### config.mk
export PLATFORM = sky130hd
export DESIGN_NAME = bpc_coef
export DESIGN_NICKNAME = d
export VERILOG_FILES = /design/src/sv/bpc_pkg.sv /design/src/sv/bpc_coef.sv
export SDC_FILE = /design/constraint.sdc
export NUM_CORES = 1
export LEC_CHECK = 0
export ABC_AREA = 1
export BUFFER_PORTS_ARGS = -buffer_cell sky130_fd_sc_hd__buf_2
export CORE_AREA = 10 10 214 216
export DETAILED_ROUTE_END_ITERATION = 8
export DIE_AREA = 0 0 224 226
export PLACE_DENSITY = 0.37
export REMOVE_ABC_BUFFERS = 1
export SYNTH_ARGS = -nofsm -noshare
export SYNTH_HDL_FRONTEND = slang
export SYNTH_SLANG_ARGS = --single-unit
### constraint.sdc
create_clock -name vclk -period 2.64
set_input_delay 0.132 -clock vclk [all_inputs]
set_output_delay 0.132 -clock vclk [all_outputs]
set_load 0.005 [all_outputs]
### src/sv/bpc_pkg.sv
`timescale 1ns / 1ps
package bpc_pkg;

    localparam int unsigned NumStages = 15;
    localparam int unsigned StgW      = $clog2(NumStages);

    localparam logic [31:0] RawOffset = 32'd8388608;
    localparam logic [31:0] TempBase  = 32'd2500 << 15;
    localparam logic [31:0] CfBase    = 32'd2097152;
    localparam logic [31:0] PresBase  = 32'd99880;
    localparam logic [31:0] C2Offset  = 32'd256;
    localparam logic [31:0] FracMask  = 32'h0000_07FF;

    // Per-variant constants: second sensor version, then original
    localparam logic [31:0] K1V1 = 32'd4459;
    localparam logic [31:0] K4V1 = 32'd120586;
    localparam logic [31:0] K5V1 = 32'd4443;
    localparam logic [31:0] K7V1 = 32'd166426;
    localparam logic [31:0] K8V1 = 32'd7180;
    localparam logic [31:0] K1V0 = 32'd4418;
    localparam logic [31:0] K4V0 = 32'd211288;
    localparam logic [31:0] K5V0 = 32'd0;
    localparam logic [31:0] K7V0 = 32'd285594;
    localparam logic [31:0] K8V0 = 32'd7209;

    typedef enum logic [1:0] {
        REG_CAL_LOW  = 2'd0,
        REG_CAL_MID  = 2'd1,
        REG_CAL_HIGH = 2'd2,
        REG_VARIANT  = 2'd3
    } t_reg_idx;

    // Coefficients with their constant offsets already folded in
    typedef struct packed {
        logic [31:0] c0s;   // c0 << 4
        logic [31:0] p1;    // c1 + k1
        logic [31:0] p2;    // c2 - 256
        logic [31:0] c3;
        logic [31:0] p4s;   // (c4 + k4) << 4
        logic [31:0] p5;    // c5 - k5
        logic [31:0] c6;
        logic [31:0] kk;    // c7 + k7
        logic [31:0] p8;    // c8 + k8
        logic [31:0] c9;
        logic [31:0] c10;
        logic [31:0] c11;
        logic [31:0] c12;
    } t_coef;

    typedef struct packed {
        logic [31:0] up;
        logic [31:0] dt;
        logic [31:0] dt2;
        logic [31:0] rt;
        logic [31:0] x01;
        logic [31:0] x02;
        logic [31:0] a;
        logic [31:0] b;
        logic [31:0] c;
        logic [31:0] e;
        logic [31:0] f;
        logic        neg;
    } t_data;

    function automatic logic [31:0] asr(input logic [31:0] v, input logic [4:0] s);
        return $unsigned($signed(v) >>> s);
    endfunction

    // One pipeline stage; idx is a constant at each instance
    function automatic t_data stage(input logic [StgW-1:0] idx, input t_data d,
                                    input t_coef k);
        t_data o;
        logic [31:0] diff;
        o = d;
        diff = d.e - d.c;
        case (idx)
            StgW'(0): o.dt = asr(d.a - RawOffset, 5'd4) + k.c0s;
            StgW'(1): begin
                o.a = k.p1 * d.dt;
                o.b = k.p2 * d.dt;
                o.c = k.c3 * d.dt;
            end
            StgW'(2): begin
                o.x01 = asr(d.a, 5'd1);
                o.b   = asr(d.b, 5'd14) * d.dt;
                o.c   = asr(d.c, 5'd18) * d.dt;
            end
            StgW'(3): begin
                o.x02 = asr(d.b, 5'd4);
                o.c   = asr(d.c, 5'd18) * d.dt;
            end
            StgW'(4): begin
                o.rt  = asr(TempBase - d.x01 - d.x02 - d.c, 5'd15);
                o.dt2 = asr(d.x01 + d.x02 + d.c, 5'd12);
            end
            StgW'(5): begin
                o.a = k.p5 * d.dt2;
                o.b = k.c6 * d.dt2;
                o.c = k.p8 * d.dt2;
                o.e = k.c9 * d.dt2;
                o.f = k.c12 * d.dt2;
            end
            StgW'(6): begin
                o.b = asr(asr(d.b, 5'd16) * d.dt2, 5'd2);
                o.c = asr(d.c, 5'd10);
                o.e = asr(asr(d.e, 5'd17) * d.dt2, 5'd12);
                o.f = asr(CfBase + d.f, 5'd3);
            end
            StgW'(7): begin
                o.a   = asr(d.a + d.b, 5'd10) + k.p4s;
                o.neg = diff[31];
                o.b   = (($signed(d.e) >= $signed(d.c))) ? diff : d.c - d.e;
                o.e   = d.f * k.c10;
                o.f   = d.f * k.c11;
            end
            StgW'(8): begin
                o.a = asr((d.up - RawOffset) - d.a, 5'd3);
                o.c = asr(d.b, 5'd11) * k.kk;
                o.b = (d.b & FracMask) * k.kk;
            end
            StgW'(9): begin
                o.c = d.neg ? asr(32'd0 - d.c - asr(d.b, 5'd11), 5'd11) + k.kk
                            : asr(d.c + asr(d.b, 5'd11), 5'd11) + k.kk;
            end
            StgW'(10): begin
                o.b = asr(d.c, 5'd11) * d.a;
                o.c = (d.c & FracMask) * d.a;
            end
            StgW'(11): o.a = asr(d.b + asr(d.c, 5'd11), 5'd10);
            StgW'(12): begin
                o.e = asr(d.e, 5'd17) * d.a;
                o.f = asr(d.f, 5'd15) * d.a;
            end
            StgW'(13): begin
                o.e = asr(d.e, 5'd2);
                o.f = asr(d.f, 5'd18) * d.a;
            end
            StgW'(14): o.a = asr(d.e + d.f, 5'd15) + d.a + PresBase;
            default: o = d;
        endcase
        return o;
    endfunction

endpackage

### src/sv/bpc_coef.sv
`timescale 1ns / 1ps
module bpc_coef (
    input  logic [63:0]         i_cal_low,
    input  logic [63:0]         i_cal_mid,
    input  logic [31:0]         i_cal_high,
    input  logic                i_variant,
    output bpc_pkg::t_coef      o_coef
);

    logic [15:0] w0, w1, w2, w3, w4, w5, w6, w7, w8, w9;
    logic [31:0] c4, c7;

    assign w0 = i_cal_low[15:0];
    assign w1 = i_cal_low[31:16];
    assign w2 = i_cal_low[47:32];
    assign w3 = i_cal_low[63:48];
    assign w4 = i_cal_mid[15:0];
    assign w5 = i_cal_mid[31:16];
    assign w6 = i_cal_mid[47:32];
    assign w7 = i_cal_mid[63:48];
    assign w8 = i_cal_high[15:0];
    assign w9 = i_cal_high[31:16];

    always_comb begin
        // Unpack with the selected layout
        if (i_variant) begin
            c4 = {14'd0, w3, w0[1:0]};
            c7 = {13'd0, w6, w5[2:0]};
            o_coef.c12 = {27'd0, w0[3:2], w7[2:0]};
        end else begin
            c4 = {15'd0, w3, w5[0]};
            c7 = {14'd0, w6, w0[3:2]};
            o_coef.c12 = {27'd0, w5[2:1], w7[2:0]};
        end
        o_coef.c0s = {16'd0, w0[15:4], 4'd0};
        o_coef.p1  = {21'd0, w1[15:8], w2[2:0]}
                     + (i_variant ? bpc_pkg::K1V1 : bpc_pkg::K1V0);
        o_coef.p2  = {23'd0, w1[7:0], w4[0]} - bpc_pkg::C2Offset;
        o_coef.c3  = {19'd0, w2[15:3]};
        o_coef.p4s = (c4 + (i_variant ? bpc_pkg::K4V1 : bpc_pkg::K4V0)) << 4;
        o_coef.p5  = {17'd0, w4[15:1]} - (i_variant ? bpc_pkg::K5V1 : bpc_pkg::K5V0);
        o_coef.c6  = {19'd0, w5[15:3]};
        o_coef.kk  = c7 + (i_variant ? bpc_pkg::K7V1 : bpc_pkg::K7V0);
        o_coef.p8  = {19'd0, w7[15:3]} + (i_variant ? bpc_pkg::K8V1 : bpc_pkg::K8V0);
        o_coef.c9  = {18'd0, w8[15:2]};
        o_coef.c10 = {22'd0, w9[15:8], w8[1:0]};
        o_coef.c11 = {24'd0, w9[7:0]};
    end

endmodule

# Yosys cells after proc, flatten, opt, wreduce, memory -nomap -nowiden
# Index checks and enable logic that the tools add are counted.
# classes
n_mux	8
n_addsub	6
# ops
op	count
2-to-1 mux 19 bit	2
2-to-1 mux 18 bit	2
adder 32 x 19 -> 32 bit	1
adder 28 x 18 -> 28 bit	1
subtractor 15 x 13 -> 16 bit	1
adder 11 x 13 -> 14 bit	1
adder 13 x 13 -> 14 bit	1
2-to-1 mux 13 bit	1
2-to-1 mux 6 bit	2
subtractor 9 x 9 -> 10 bit (second input constant)	1
2-to-1 mux 5 bit	1
# word_totals
word_cells	14
register_bits	0
out_inout_bits	416

# Longest topological paths before layout
# depth
depth_word	2
mapped_depth	17
mapped_depth_nobuf	14

# Worst setup path after synthesis
# Ideal clock, no wire load.
# synth_path
path_type	input -> output
startpoint	input i_variant
endpoint	output o_coef[240] (netlist bit)
t_required_ps	2508
setup_slack_ps	80
t_arrival_ps	2428
path_stages	11
n_path_buf	4
cell_sequence	buf_6 inv_4 buf_6 buf_2 ha_1 a21oi_1 nand2_1 nand2_1 nand2_1 a31oi_1 buf_4
# synth_rtl
item	line_no	rtl
from (decl)	bpc_coef.sv:6	input logic i_variant,
to (decl)	bpc_coef.sv:7	output bpc_pkg::t_coef o_coef

==> reports/metrics.cfg <==
[run_status]
status=completed

[layout]
seq_cells=0
clkbuf_count=0
n_antenna_cell=0
nets=1208
regArea_um2=0
drive_gt1_share_pct=24.2
fillers=4978
areaGrowthSynthToFinish_pct=0.158

[global_routing]
grt_usage_pct=11.6
grt_pass1_vias=5587
grt_max_degree=31
grt_pass1_wl_um=42000
antenna_found_initial=4
grt-ovfl-total=0

[logic_synthesis]
synth_top_cells_by_area=buf_4 (45%), nand2_1 (16%), inv_1 (6.5%)
yosysWarnings=0
syn-cell-area_mm2=0.00554
yosysUniqueCellTypes=34
synth_top_area_share_pct=45.2
postSynthAreaPerCell_um2=5.89
synth_top_cell_by_area=buf_4
ys_seq_area_share_pct=0
synth_cells=940

[setup_path]
path_class=input pin to output pin
crit_arrival_ns=2.21
required_ns=2.51
critPathCaptureType=output pin
cp_max_fo=7
cp_slowest_cell=fa_1
cp_common_cell=nand2_1
max_stage_delay_ns=0.38
crit_path_start_kind=input pin
path_cells=buf_2 > ha_1 > inv_1 > fa_1 > or2_2 > nand2_1 > nand2_1 > nand2_1 > nand2_1 > nand3_1 > nand2_1 > xor2_1 > buf_2

[drt]
vias=5099
first_iter_violations=147
route.detailed.drc=0
drt-pass1-iter-count=4
wl_met3_um=7270
wire_per_inst_um=20.1
wirelength_met1_um=11900
wl_um=31400
vias_per_cell=3.27
met2RoutedLength_um=11900
ant_nets=0
highest_layer=met5

[floorplanning]
die_area_mm2=0.0506
num_rows=75
coreArea_mm2=0.0416
die_w_um=224
die_h_um=226
io_pins=577
start_util_pct=13.3

[sta]
drv_slew=0
fmax_ghz=0.428
setup-tns-final_ns=0
min_period_over_period_pct=88.6
finalHoldViolCount=0
finalSetupViolations=0
rsz0062_at_grt=no
period_needed_ns=2.34
setup_ws_ns=0.301

[placement]
routabilityCongestion=0.788
io_buffers=203
place_hpwl_um=29400
place_ws_ns=0.263

[clocking]
post_cts_buffers=0
cts.hold.buffers_added=0
cts_resized=0

[power_and_ir_drop]
p_leak_nw=3.38
design_power_total_mw=1.08
p_per_area_mw_per_mm2=194
vdd_ir_drop_max_v=0.0000728

[worst_hold_path]
min_path_type=input pin to output pin

[flow_run]
max_cap_viol_count=0

[path summary, 6_finish.rpt]
check / to / slack, ns / start / cells after the start
hold / removal: o_coef[108] / 0.26 / i_cal_high[14] / 0
setup / recovery: o_coef[234] / 0.30 / i_variant / 13
[area by class of cell]
cell class                      instances  area [µm²]  share of cell area (%)
Multi-Input combinational cell        710        3380                    61.0
Timing Repair Buffer                  213        1120                    20.1
Inverter                               99         374                    6.75
Tap cell                              539         674                    12.2
[kinds of logic (layout without fill, tap and decap cells)]
| family | count (synthesis) | after routing | synth area share (%) |
|---|---|---|---|
| adders and majority gates | 23 | 23 | 5.33 |
| other | 2 | 212 | 0.136 |
| buffers and inverters | 440 | 312 | 53.2 |
| xor gates and xnor gates | 41 | 41 | 6.49 |
| AOI/OAI and AO/OA | 72 | 72 | 7.86 |
| and+or+nand+nor | 362 | 362 | 27.0 |
[cell usage after synthesis]
library cell	count
a21o_1	1
a21oi_1	19
a21oi_2	1
a31oi_1	2
buf_1	1
buf_2	2
buf_4	333
buf_6	5
clkinv_1	1
conb_1	2
fa_1	1
ha_1	22
inv_1	96
inv_2	1
inv_4	1
nand2_1	230
nand2_2	9
nand3_1	43
nand3_2	1
nand3b_1	4
nand3b_2	1
nand4_1	3
nor2_1	58
nor2_2	4
nor3_1	7
nor4_1	1
o21a_1	1
o21ai_0	21
o21ai_1	9
o21ai_2	15
o21bai_1	3
or2_2	1
xnor2_1	5
xor2_1	36
[cell usage in the layout (no fill, tap or decap)]
master / synthesis / final
nand2_2: 9 / 9
xnor2_1: 5 / 5
buf_4: 333 / 8
ha_1: 22 / 22
buf_12: 0 / 2
nand2_1: 230 / 230
a21oi_1: 19 / 19
nor4_1: 1 / 1
inv_1: 96 / 96
nand3_1: 43 / 43
or2_2: 1 / 1
conb_1: 2 / 212
xor2_1: 36 / 36
nand3b_1: 4 / 4
a31oi_1: 2 / 2
a21o_1: 1 / 1
nand3_2: 1 / 1
nand3b_2: 1 / 1
o21a_1: 1 / 1
o21bai_1: 3 / 3
nor3_1: 7 / 7
buf_2: 2 / 203
inv_2: 1 / 1
a21oi_2: 1 / 1
fa_1: 1 / 1
o21ai_2: 15 / 15
inv_4: 1 / 1
nor2_2: 4 / 4
clkinv_1: 1 / 1
nor2_1: 58 / 58
o21ai_1: 9 / 9
o21ai_0: 21 / 21
nand4_1: 3 / 3
[critical path, delay by kind of cell]
kind                     cells  cell delay (ns)
AND/OR/NAND/NOR              7             0.87
adder cells (fa/ha/maj)      2             0.59
buffers and inverters        3             0.45
XOR/XNOR                     1             0.14
[routing by layer]
layer	vias to the layer above	track usage, %
met5	-	4.53
li1	2512	-
met2	379	16.1
met4	8	0.0658
met3	16	12.3
met1	2184	12.1
[power breakdown]
part / internal (mW) / total, mW / switching [mW]
combinational: 0.393 / 1.08 / 0.683
clock: 0 / 0 / 0
sequential: 0 / 0 / 0
total: 0.393 / 1.08 / 0.683
[per-stage QoR]
step / std cells / utilization (%) / hold WS [ns] / cell area, µm²
finish: 1561 / 13.3 / 0.264 / 5550
global route: 1561 / 13.3 / 0.264 / 5550
CTS: 1561 / 13.3 / 0.264 / 5550
detailed placement: 1561 / 13.3 / 0.264 / 5550
global placement: 1561 / 13.3 / 0.264 / 5550
floorplan: 809 / - / 0.264 / 3750
Power figures use the tool's default switching activity.
